### config.mk
export PLATFORM = sky130hd
export DESIGN_NAME = http_response_deframer
export DESIGN_NICKNAME = d
export VERILOG_FILES = /design/src/sv/hrd_pkg.sv /design/src/sv/http_response_deframer.sv /design/src/sv/hrd_hdr_match.sv /design/src/sv/hrd_out_fifo.sv
export SDC_FILE = /design/constraint.sdc
export NUM_CORES = 1
export LEC_CHECK = 0
export ABC_AREA = 1
export BUFFER_PORTS_ARGS = -buffer_cell sky130_fd_sc_hd__buf_2
export CAP_MARGIN = 20
export CORE_ASPECT_RATIO = 1.75
export CORE_UTILIZATION = 41
export DETAILED_ROUTE_END_ITERATION = 10
export MAX_ROUTING_LAYER = met4
export PLACE_DENSITY_LB_ADDON = 0.15
export SLEW_MARGIN = 15
export SYNTH_ARGS = -nofsm -noshare
export SYNTH_HDL_FRONTEND = slang
export SYNTH_SLANG_ARGS = --single-unit
### constraint.sdc
create_clock -name clk_i -period 7.8 [get_ports clk_i]
set_input_delay 0.39 -clock clk_i [delete_from_list [all_inputs] [get_ports clk_i]]
set_output_delay 0.39 -clock clk_i [all_outputs]
set_load 0.05 [all_outputs]
### src/sv/hrd_pkg.sv
`default_nettype none
// ----------------------------------------------------------------------------
// hrd_pkg
// Shared types, constants and helpers of the http response deframer.
// ----------------------------------------------------------------------------
package hrd_pkg;

  // body phases, one-hot
  typedef enum logic [6:0] {
    PH_HEADER  = 7'b0000001,
    PH_IDENT   = 7'b0000010,
    PH_SIZE    = 7'b0000100,
    PH_LFSKIP  = 7'b0001000,
    PH_DATA    = 7'b0010000,
    PH_TRAIL   = 7'b0100000,
    PH_DISCARD = 7'b1000000
  } phase_e;

  localparam logic KIND_PAYLOAD  = 1'b0;
  localparam logic KIND_COMPLETE = 1'b1;

  localparam int unsigned LEN_N  = 15;
  localparam int unsigned CHK_N  = 26;
  localparam int unsigned HTTP_N = 7;

  localparam logic [LEN_N*8-1:0]  PAT_LEN  = "Content-Length:";
  localparam logic [CHK_N*8-1:0]  PAT_CHK  = "Transfer-Encoding: chunked";
  localparam logic [HTTP_N*8-1:0] PAT_HTTP = "HTTP/1.";

  localparam logic [7:0] CH_CR    = 8'h0D;
  localparam logic [7:0] CH_LF    = 8'h0A;
  localparam logic [7:0] CH_PLUS  = 8'h2B;
  localparam logic [7:0] CH_MINUS = 8'h2D;
  localparam logic [7:0] CH_ZERO  = 8'h30;
  localparam logic [7:0] CH_X_LO  = 8'h78;
  localparam logic [7:0] CH_X_UP  = 8'h58;
  localparam logic [7:0] CH_C     = 8'h43;
  localparam logic [7:0] CH_T     = 8'h54;

  localparam int unsigned FIFO_DEPTH = 4;

  typedef struct packed {
    logic               chunked_mode;
    logic               failed;
    logic [31:0]        byte_count;
    logic signed [15:0] resp_status;
    logic [7:0]         data_byte;
    logic               kind;
  } hrd_result_t;

  typedef struct packed {
    logic signed [15:0] status_value;
    logic [31:0]        length_value;
    logic               chunked_flag;
  } hrd_hdr_t;

  function automatic logic is_space(input logic [7:0] b);
    return (b == 8'h20) || (b >= 8'h09 && b <= 8'h0D);
  endfunction

  function automatic logic is_digit(input logic [7:0] b);
    return (b >= 8'h30) && (b <= 8'h39);
  endfunction

  // 16 marks a non-hex character
  function automatic logic [4:0] hex_val(input logic [7:0] b);
    logic [4:0] r;
    r = 5'd16;
    if (b >= 8'h30 && b <= 8'h39) r = 5'(b - 8'h30);
    else if (b >= 8'h41 && b <= 8'h46) r = 5'(b - 8'h37);
    else if (b >= 8'h61 && b <= 8'h66) r = 5'(b - 8'h57);
    return r;
  endfunction

endpackage
`default_nettype wire

### src/sv/http_response_deframer.sv
`default_nettype none
// a result is written into the result queue when its request is taken and is offered from it in order
// throughput: one request per cycle while the queue has room; an identity byte that ends the
//   body yields two results, drained from a four-entry result queue one per ready cycle
// input is taken while the queue has room for two results
// reset (async, active low) returns to header parsing; identity_limit to 1048576
// ----------------------------------------------------------------------------
// http_response_deframer
// Header check and matchers, identity or chunked body delivery, completion.
// ----------------------------------------------------------------------------
module http_response_deframer #(
  parameter int unsigned HEADER_CAPACITY = 8192,
  parameter int unsigned SIZE_LINE_MAX   = 63
) (
  input  wire         clk_i,
  input  wire         rst_ni,
  input  wire         s_axis_tvalid,
  output logic        s_axis_tready,
  input  wire  [7:0]  s_axis_tdata,   // byte_value
  input  wire         s_axis_tlast,   // end_of_stream
  output logic        m_axis_tvalid,
  input  wire         m_axis_tready,
  output logic [63:0] m_axis_tdata,   // data_byte, resp_status, byte_count, failed, chunked_mode
  output logic        m_axis_tuser,   // kind
  input  wire         cfg_we_i,
  input  wire  [31:0] cfg_wdata_i
);

  localparam int unsigned HCW = $clog2(HEADER_CAPACITY);
  localparam int unsigned LLW = $clog2(SIZE_LINE_MAX + 1);

  hrd_pkg::phase_e phase_q, phase_d;
  logic [HCW-1:0]  hcnt_q, hcnt_d, hcnt_inc;
  logic [23:0]     last3_q, last3_d;
  logic            text_end_q, text_end_d;
  logic [31:0]     recv_q, recv_d, recv_inc;
  logic [LLW-1:0]  line_q, line_d, line_inc;
  logic [31:0]     chunk_q, chunk_d, chunk_new, target, chunk_dec;
  logic [2:0]      hex_q, hex_d;
  logic [1:0]      skip_q, skip_d, skip_dec;
  logic [31:0]     limit_q;

  logic            acc, feed, mclr, push0, push1, room2, nonempty;
  logic [7:0]      b;
  logic [4:0]      h;
  logic            h_ok;
  hrd_pkg::hrd_result_t res0, res1, head, done_r, fail_r, pay_r;
  hrd_pkg::hrd_hdr_t    hdr;

  assign b    = s_axis_tdata;
  assign h    = hrd_pkg::hex_val(b);
  assign h_ok = (h != 5'd16);
  assign acc  = s_axis_tvalid & s_axis_tready;
  assign s_axis_tready = room2;

  assign hcnt_inc  = hcnt_q + HCW'(1);
  assign recv_inc  = (recv_q == '1) ? recv_q : recv_q + 32'd1;
  assign line_inc  = line_q + LLW'(1);
  assign chunk_dec = chunk_q - 32'd1;
  assign skip_dec  = (skip_q != 2'd0) ? skip_q - 2'd1 : 2'd0;
  assign target    = (hdr.length_value != '0) ? hdr.length_value
                   : (limit_q != '0) ? limit_q - 32'd1 : 32'd0;

  always_comb begin
    fail_r = '0;
    fail_r.kind   = hrd_pkg::KIND_COMPLETE;
    fail_r.failed = 1'b1;
    done_r = '0;
    done_r.kind         = hrd_pkg::KIND_COMPLETE;
    done_r.resp_status  = hdr.status_value;
    done_r.byte_count   = recv_q;
    done_r.chunked_mode = hdr.chunked_flag;
    pay_r = '0;
    pay_r.kind      = hrd_pkg::KIND_PAYLOAD;
    pay_r.data_byte = b;
  end

  // chunk size line digit accumulation
  always_comb begin
    chunk_new = chunk_q;
    hex_d     = hex_q;
    unique case (hex_q)
      3'd0: begin
        if (hrd_pkg::is_space(b)) hex_d = 3'd0;
        else if (b == hrd_pkg::CH_PLUS) hex_d = 3'd1;
        else if (b == hrd_pkg::CH_MINUS) begin chunk_new = '0; hex_d = 3'd6; end
        else if (b == hrd_pkg::CH_ZERO) hex_d = 3'd2;
        else if (h_ok) begin chunk_new = 32'(h[3:0]); hex_d = 3'd4; end
        else hex_d = 3'd5;
      end
      3'd1: begin
        if (b == hrd_pkg::CH_ZERO) hex_d = 3'd2;
        else if (h_ok) begin chunk_new = 32'(h[3:0]); hex_d = 3'd4; end
        else hex_d = 3'd5;
      end
      3'd2: begin
        if (b == hrd_pkg::CH_X_LO || b == hrd_pkg::CH_X_UP) hex_d = 3'd3;
        else if (h_ok) begin chunk_new = 32'(h[3:0]); hex_d = 3'd4; end
        else hex_d = 3'd5;
      end
      3'd3, 3'd4: begin
        if (h_ok) begin
          chunk_new = (chunk_q[31:28] != 4'd0) ? '1 : {chunk_q[27:0], h[3:0]};
          hex_d = 3'd4;
        end else hex_d = 3'd5;
      end
      default: hex_d = hex_q;
    endcase
  end

  always_comb begin
    phase_d = phase_q; hcnt_d = hcnt_q; last3_d = last3_q; text_end_d = text_end_q;
    recv_d = recv_q; line_d = line_q; chunk_d = chunk_q; skip_d = skip_q;
    feed = 1'b0; mclr = 1'b0; push0 = 1'b0; push1 = 1'b0;
    res0 = pay_r; res1 = done_r;
    if (acc) begin
      if (s_axis_tlast) begin
        if (phase_q == hrd_pkg::PH_HEADER) begin
          res0 = fail_r; push0 = 1'b1;
        end else if (phase_q != hrd_pkg::PH_DISCARD) begin
          res0 = done_r; push0 = 1'b1;
        end
        phase_d = hrd_pkg::PH_HEADER; hcnt_d = '0; last3_d = '0; text_end_d = 1'b0;
        recv_d = '0; line_d = '0; chunk_d = '0; skip_d = '0; mclr = 1'b1;
      end else begin
        unique case (phase_q)
          hrd_pkg::PH_HEADER: begin
            if (!text_end_q) begin
              if (b == 8'h00) text_end_d = 1'b1;
              else feed = 1'b1;
            end
            hcnt_d = hcnt_inc;
            if (last3_q == {hrd_pkg::CH_CR, hrd_pkg::CH_LF, hrd_pkg::CH_CR}
                && b == hrd_pkg::CH_LF) begin
              last3_d = '0;
              if (hdr.chunked_flag) begin
                phase_d = hrd_pkg::PH_SIZE; line_d = '0; chunk_d = '0;
              end else if (target == '0) begin
                res0 = done_r; push0 = 1'b1; phase_d = hrd_pkg::PH_DISCARD;
              end else begin
                chunk_d = target; phase_d = hrd_pkg::PH_IDENT;
              end
            end else begin
              last3_d = {last3_q[15:0], b};
              if (hcnt_inc >= HCW'(HEADER_CAPACITY - 1)) begin
                res0 = fail_r; push0 = 1'b1; phase_d = hrd_pkg::PH_DISCARD;
              end
            end
          end
          hrd_pkg::PH_IDENT: begin
            push0 = 1'b1; recv_d = recv_inc;
            if (recv_inc >= chunk_q) begin
              res1.byte_count = recv_inc; push1 = 1'b1; phase_d = hrd_pkg::PH_DISCARD;
            end
          end
          hrd_pkg::PH_SIZE: begin
            if (b == hrd_pkg::CH_CR) phase_d = hrd_pkg::PH_LFSKIP;
            else begin
              chunk_d = chunk_new; line_d = line_inc;
              if (line_inc >= LLW'(SIZE_LINE_MAX)) begin
                if (chunk_new == '0) begin
                  res0 = done_r; push0 = 1'b1; phase_d = hrd_pkg::PH_DISCARD;
                end else phase_d = hrd_pkg::PH_DATA;
              end
            end
          end
          hrd_pkg::PH_LFSKIP: begin
            if (chunk_q == '0) begin
              res0 = done_r; push0 = 1'b1; phase_d = hrd_pkg::PH_DISCARD;
            end else phase_d = hrd_pkg::PH_DATA;
          end
          hrd_pkg::PH_DATA: begin
            push0 = 1'b1; recv_d = recv_inc; chunk_d = chunk_dec;
            if (chunk_dec == '0) begin phase_d = hrd_pkg::PH_TRAIL; skip_d = 2'd2; end
          end
          hrd_pkg::PH_TRAIL: begin
            skip_d = skip_dec;
            if (skip_dec == 2'd0) begin
              phase_d = hrd_pkg::PH_SIZE; line_d = '0; chunk_d = '0;
            end
          end
          hrd_pkg::PH_DISCARD: phase_d = phase_q;
          default: phase_d = phase_q;
        endcase
      end
    end
  end

  // hex step restarts on every new size line and on stream end
  logic [2:0] hex_next;
  always_comb begin
    hex_next = hex_q;
    if (acc) begin
      if (s_axis_tlast) hex_next = '0;
      else if (phase_d == hrd_pkg::PH_SIZE && phase_q != hrd_pkg::PH_SIZE) hex_next = '0;
      else if (phase_q == hrd_pkg::PH_SIZE && b != hrd_pkg::CH_CR) hex_next = hex_d;
    end
  end

  always_ff @(posedge clk_i or negedge rst_ni) begin
    if (!rst_ni) begin
      phase_q <= hrd_pkg::PH_HEADER; hcnt_q <= '0; last3_q <= '0; text_end_q <= 1'b0;
      recv_q <= '0; line_q <= '0; chunk_q <= '0; hex_q <= '0; skip_q <= '0;
      limit_q <= 32'd1048576;
    end else begin
      phase_q <= phase_d; hcnt_q <= hcnt_d; last3_q <= last3_d; text_end_q <= text_end_d;
      recv_q <= recv_d; line_q <= line_d; chunk_q <= chunk_d; hex_q <= hex_next;
      skip_q <= skip_d;
      if (cfg_we_i) limit_q <= cfg_wdata_i;
    end
  end

  hrd_hdr_match u_match (
    .clk_i   (clk_i),
    .rst_ni  (rst_ni),
    .clear_i (mclr),
    .feed_i  (feed),
    .byte_i  (b),
    .hdr_o   (hdr)
  );

  hrd_out_fifo u_fifo (
    .clk_i      (clk_i),
    .rst_ni     (rst_ni),
    .push0_i    (push0),
    .push1_i    (push1),
    .res0_i     (res0),
    .res1_i     (res1),
    .pop_i      (m_axis_tvalid & m_axis_tready),
    .head_o     (head),
    .nonempty_o (nonempty),
    .room2_o    (room2)
  );

  assign m_axis_tvalid = nonempty;
  assign m_axis_tuser  = head.kind;
  assign m_axis_tdata  = {6'd0, head.chunked_mode, head.failed, head.byte_count,
                          head.resp_status, head.data_byte};

endmodule
`default_nettype wire

### src/sv/hrd_hdr_match.sv
`default_nettype none
// ----------------------------------------------------------------------------
// hrd_hdr_match
// Status, content length and chunked-encoding matchers on header text.
// ----------------------------------------------------------------------------
module hrd_hdr_match (
  input  wire              clk_i,
  input  wire              rst_ni,
  input  wire              clear_i,
  input  wire              feed_i,
  input  wire  [7:0]       byte_i,
  output hrd_pkg::hrd_hdr_t hdr_o
);

  logic [3:0]         st_q, st_d;
  logic signed [15:0] sv_q, sv_d;
  logic [4:0]         li_q, li_d;
  logic [31:0]        lv_q, lv_d;
  logic [4:0]         ci_q, ci_d;
  logic               cf_q, cf_d;

  logic               dg, sp;
  logic [3:0]         dv;
  logic signed [20:0] up10, dn10;
  logic [35:0]        lacc;
  logic [7:0]         http_c, len_c, chk_c;

  assign dg   = hrd_pkg::is_digit(byte_i);
  assign sp   = hrd_pkg::is_space(byte_i);
  assign dv   = byte_i[3:0];
  assign up10 = 21'(sv_q) * 21'sd10 + 21'(signed'({1'b0, dv}));
  assign dn10 = 21'(sv_q) * 21'sd10 - 21'(signed'({1'b0, dv}));
  assign lacc = {4'd0, lv_q} * 36'd10 + {32'd0, dv};
  assign http_c = hrd_pkg::PAT_HTTP[8*(hrd_pkg::HTTP_N-1-32'(st_q[2:0])) +: 8];
  assign len_c  = hrd_pkg::PAT_LEN[8*(hrd_pkg::LEN_N-1-32'(li_q)) +: 8];
  assign chk_c  = hrd_pkg::PAT_CHK[8*(hrd_pkg::CHK_N-1-32'(ci_q)) +: 8];

  always_comb begin
    st_d = st_q; sv_d = sv_q; li_d = li_q; lv_d = lv_q; ci_d = ci_q; cf_d = cf_q;
    if (clear_i) begin
      st_d = '0; sv_d = '0; li_d = '0; lv_d = '0; ci_d = '0; cf_d = 1'b0;
    end else if (feed_i) begin
      // status line "HTTP/1.<int> <int>"
      priority if (st_q < 4'd7) begin
        st_d = (byte_i == http_c) ? st_q + 4'd1 : 4'd15;
      end else if (st_q == 4'd7) begin
        st_d = sp ? 4'd7 : (byte_i == hrd_pkg::CH_PLUS || byte_i == hrd_pkg::CH_MINUS) ? 4'd8
             : dg ? 4'd9 : 4'd15;
      end else if (st_q == 4'd8) begin
        st_d = dg ? 4'd9 : 4'd15;
      end else if (st_q == 4'd9 || st_q == 4'd10) begin
        if (dg && st_q == 4'd10) begin
          sv_d = 16'(dv); st_d = 4'd12;
        end else if (dg) st_d = 4'd9;
        else if (sp) st_d = 4'd10;
        else st_d = (byte_i == hrd_pkg::CH_PLUS) ? 4'd11
                  : (byte_i == hrd_pkg::CH_MINUS) ? 4'd13 : 4'd15;
      end else if (st_q == 4'd11 || st_q == 4'd13) begin
        if (dg) begin
          sv_d = (st_q == 4'd11) ? 16'(dv) : -16'(dv);
          st_d = st_q + 4'd1;
        end else st_d = 4'd15;
      end else if (st_q == 4'd12) begin
        if (dg) sv_d = (up10 > 21'sd32767) ? 16'sd32767 : up10[15:0];
        else st_d = 4'd15;
      end else if (st_q == 4'd14) begin
        if (dg) sv_d = (dn10 < -21'sd32768) ? -16'sd32768 : dn10[15:0];
        else st_d = 4'd15;
      end else begin
        st_d = st_q;
      end

      // content length
      priority if (li_q < 5'd15) begin
        li_d = (byte_i == len_c) ? li_q + 5'd1 : (byte_i == hrd_pkg::CH_C ? 5'd1 : 5'd0);
      end else if (li_q == 5'd15) begin
        if (sp) li_d = 5'd15;
        else if (byte_i == hrd_pkg::CH_PLUS) li_d = 5'd16;
        else if (dg) begin lv_d = 32'(dv); li_d = 5'd17; end
        else li_d = 5'd18;
      end else if (li_q == 5'd16) begin
        if (dg) begin lv_d = 32'(dv); li_d = 5'd17; end
        else li_d = 5'd18;
      end else if (li_q == 5'd17) begin
        if (dg) lv_d = (lacc[35:32] != 4'd0) ? '1 : lacc[31:0];
        else li_d = 5'd18;
      end else begin
        li_d = li_q;
      end

      // chunked transfer encoding
      if (ci_q < 5'd26) begin
        ci_d = (byte_i == chk_c) ? ci_q + 5'd1 : (byte_i == hrd_pkg::CH_T ? 5'd1 : 5'd0);
        if (ci_d == 5'd26) cf_d = 1'b1;
      end
    end
  end

  always_ff @(posedge clk_i or negedge rst_ni) begin
    if (!rst_ni) begin
      st_q <= '0; sv_q <= '0; li_q <= '0; lv_q <= '0; ci_q <= '0; cf_q <= 1'b0;
    end else begin
      st_q <= st_d; sv_q <= sv_d; li_q <= li_d; lv_q <= lv_d; ci_q <= ci_d; cf_q <= cf_d;
    end
  end

  assign hdr_o.status_value = sv_q;
  assign hdr_o.length_value = lv_q;
  assign hdr_o.chunked_flag = cf_q;

endmodule
`default_nettype wire

### src/sv/hrd_out_fifo.sv
`default_nettype none
// ----------------------------------------------------------------------------
// hrd_out_fifo
// Small result queue: up to two pushes and one pop per cycle.
// ----------------------------------------------------------------------------
module hrd_out_fifo (
  input  wire                  clk_i,
  input  wire                  rst_ni,
  input  wire                  push0_i,
  input  wire                  push1_i,
  input  hrd_pkg::hrd_result_t res0_i,
  input  hrd_pkg::hrd_result_t res1_i,
  input  wire                  pop_i,
  output hrd_pkg::hrd_result_t head_o,
  output logic                 nonempty_o,
  output logic                 room2_o
);

  localparam int unsigned PW = $clog2(hrd_pkg::FIFO_DEPTH);
  localparam int unsigned CW = $clog2(hrd_pkg::FIFO_DEPTH + 1);

  hrd_pkg::hrd_result_t mem_q [hrd_pkg::FIFO_DEPTH];
  logic [PW-1:0] wr_q, rd_q, wr1;
  logic [CW-1:0] cnt_q;

  assign wr1        = wr_q + PW'(1);
  assign head_o     = mem_q[rd_q];
  assign nonempty_o = (cnt_q != '0);
  assign room2_o    = (cnt_q <= CW'(hrd_pkg::FIFO_DEPTH - 2));

  always_ff @(posedge clk_i) begin
    if (push0_i) mem_q[wr_q] <= res0_i;
    if (push1_i) mem_q[wr1] <= res1_i;
  end

  always_ff @(posedge clk_i or negedge rst_ni) begin
    if (!rst_ni) begin
      wr_q <= '0; rd_q <= '0; cnt_q <= '0;
    end else begin
      wr_q  <= wr_q + PW'(push0_i) + PW'(push1_i);
      rd_q  <= rd_q + PW'(pop_i);
      cnt_q <= cnt_q + CW'(push0_i) + CW'(push1_i) - CW'(pop_i);
    end
  end

endmodule
`default_nettype wire

==> flow_summary.toml <==
[cells_and_area]
fin_nets = 5275
area_delta_synth_final_pct = 9.38
drive_gt1_share_pct = 5.94
stdcell_count = 6175

[synthesis]
yosys.area_share.simple_pct = 29.0
netlist_instances = 5041
ys.flop_type = "dfrtp_1"
synth.distinct_cells = 71
synthTopCellsByCount = "1215 x nand2_1, 652 x nor2_1, 571 x o21ai_0"
yosys.area_share.xor_xnor_pct = 4.16
async_reset_ff_share_pct = 48.5
ys_top_cells_by_area = "edfxtp_1 17%, dfrtp_1 16%, nand2_1 13%"
ys_seq_area_share_pct = 35.1
yosysMostFrequentCell = "nand2_1"
synthAdderAreaFrac_pct = 6.12
yosysWarnings = 0
avgSynthCellArea_um2 = 6.93
synth_edf_count = 196
synth-seq-cells = 458
yosysTopAreaCellShare_pct = 16.9
synthMuxAreaShare_pct = 0.0968
synth_compound_area_share_pct = 17.1
synth_top_family_by_area = "simple AND/OR/NAND/NOR gates"
synth_top_area_cell = "edfxtp_1"
netlist_area_um2 = 34900

[placement]
portBuffers = 106
hpwl_um = 93500
dpl.cell_count = 6053
globalplace.congestion = 1.04

[worst_setup_path]
slowest_delay_ns = 0.43
cp_data_required_time_ns = 8.33
worstPathArrival_ns = 7.30
critPathKind = "reg -> reg"
crit_top_cell = "nand2_1"
cp-start-kind = "flop"
rrSetupSlack_ns = 1.03
crit_path_top_delay_cell = "dfrtp_1"
cp-end-kind = "flop"
cp_max_fo = 20

[detailed_routing]
vias = 34700
drc = 0
drtIter0Drc = 2734
wl_per_cell_um = 20.4
vias_per_cell = 5.63
first_pass_iters = 6
ant_nets = 0
wirelength_um = 126000

[power]
pwr_density_cell_nw_per_um2 = 339
p_clk_share_pct = 18.4
seq_power_share_pct = 27.2
irDropWorstVdd_mv = 0.181
p_switching_mw = 6.76
power.internal_mw = 6.19
cellLeakagePower_nw = 17.2
switching_share_pct = 52.2
combPwrFrac_pct = 54.3
p_total_mw = 12.9

[sta]
max_clock_freq_mhz = 148
finalMaxSlewViolations = 0
setup_viol = 0
rsz0062_at_grt = "no"
worst_pin_slew_ns = 1.05
skew_ns = 0.0324
fin_tns_setup_ns = 0
layout_min_cycle_time_ns = 6.77
period_share_pct = 86.8
slew_headroom_pct = 29.0
finalHoldViolations = 0

[die]
io_pins = 113
die_y_um = 388
dieArea_um2 = 86400
dieWidth_um = 223
rows = 141
initial_core_util_pct = 41.4
core_um2 = 84300

[clocking]
clk_latency_ns = 0.64
cts_root_buf = "clkbuf_16"
clkSinkCount = 458
htreeDepth = 2
cts_tree = "yes"
cts_made_buffers = 47
clockBufferDepth = 3
cts_resized = 0
cts.reportedPaths.clkPinSlew_ns = 0.07
ctsHoldBuffers = 33
cts_setup_buffers = 0

[global_routing]
grt_max_degree = 144
grt_pass1_wl_um = 195000
antenna_found_initial = 2
grt_usage_pct = 29.8
grt-ovfl-total = 0
grt_pass1_vias = 34500

[run]
cap_viol_max_count = 0

[min_path]
hp-class = "in -> reg"

[run_status]
status = "complete, no violations"
[sequential cells by signal, summed over array words and instances (netlist names)]
| register | count |
|---|---|
| chunk_q | 32 |
| hcnt_q | 13 |
| hex_q | 3 |
| last3_q | 24 |
| limit_q | 32 |
| line_q | 6 |
| phase_q | 7 |
| recv_q | 32 |
| skip_q | 2 |
| text_end_q | 1 |
| u_fifo.cnt_q | 3 |
| u_fifo.mem_q | 236 |
| u_fifo.rd_q | 2 |
| u_fifo.wr_q | 2 |
| u_match.cf_q | 1 |
| u_match.ci_q | 5 |
| u_match.li_q | 5 |
| u_match.lv_q | 32 |
| u_match.st_q | 4 |
| u_match.sv_q | 16 |
[worst paths after layout]
kind / start / to / depth (start not counted)
worst min register to register: u_fifo.mem_q[0][7] / u_fifo.mem_q[0][7] / 2
worst max-delay path: recv_q[0] / u_fifo.cnt_q[2] / 32
worst min-delay path: s_axis_tdata[7] / last3_q[7] / 3
max in group asynchronous: rst_ni / u_match.lv_q[23] / 3
worst max register to register: recv_q[0] / u_fifo.cnt_q[2] / 32
min in group asynchronous: rst_ni / u_match.sv_q[15] / 2
[layout make-up]
class / count / area [um2]
clock inverter: 29 / 288
multi-input combinational: 3845 / 19800
clock buffer: 59 / 1320
tap: 1072 / 1340
timing repair buffer: 179 / 1200
antenna: 1 / 2.50
fill: 8835 / 46100
sequential: 458 / 12200
inverter: 532 / 2010
[layout by cell type, fill, tap and decap left out, types with 11 or more instances in the layout]
cell,n
nand2_1,1210
nor2_1,649
o21ai_0,571
inv_1,510
nand3_1,336
dfrtp_1,218
a21oi_1,214
edfxtp_1,196
ha_1,158
xor2_1,148
o22ai_1,110
buf_2,105
nand4_1,73
nor3_1,66
clkbuf_16,49
o21ai_1,48
dfxtp_1,40
buf_4,38
dlygate4sd3_1,33
nor4_1,19
xnor2_1,18
a31oi_1,18
o211ai_1,17
o21bai_1,16
or2_2,14
clkinv_1,12
nand2_2,11
[metal layers]
layer / up-vias / GRT usage, % / share of wire [%]
met5: - / - / 0
met4: 0 / 18.8 / 6.8
met3: 400 / 3.01 / 4.3
met2: 1094 / 53.9 / 52
met1: 16400 / 30.6 / 37
li1: 16900 / - / -
[power groups by stage]
stage	Clock, mW	Sequential [mW]	Combinational (mW)
floorplan	0	3.32	5.08
CTS	2.43	3.51	7.00
finish	2.39	3.52	7.04
global placement	0	3.55	6.96
global route	2.51	3.58	7.72
detailed placement	0	3.56	6.96
[kinds of logic (layout without fill, tap and decap cells)]
family | Yosys count | after routing
simple gates | 2420 | 2420
fa+ha+maj | 166 | 166
mux | 3 | 3
flops | 458 | 458
other cells | 1 | 7
xor+xnor | 166 | 166
compound gates | 1084 | 1084
buf+inv | 743 | 799
[critical path: cells and delay by family, from the launching register on]
family / cells / cell delay, ns
and+or+nand+nor: 20 / 3.37
adders and majority gates: 5 / 1.70
buffers and inverters: 5 / 0.75
DFF: 1 / 0.43
xor gates and xnor gates: 2 / 0.41
[through the flow]
step / worst slack [ns] / util (%) / hold WS [ns] / cell area, um2
5_1_grt: 0.491 / 45.3 / 0.175 / 38200
3_3_place_gp: 1.20 / 43.0 / 0.430 / 36200
3_5_place_dp: 1.09 / 43.0 / 0.434 / 36200
6_report: 1.03 / 45.3 / 0.175 / 38200
4_1_cts: 1.08 / 45.3 / 0.151 / 38200
2_1_floorplan: 2.28 / - / 0.0944 / 34900
Note: power is estimated with default switching activity, not from simulation.
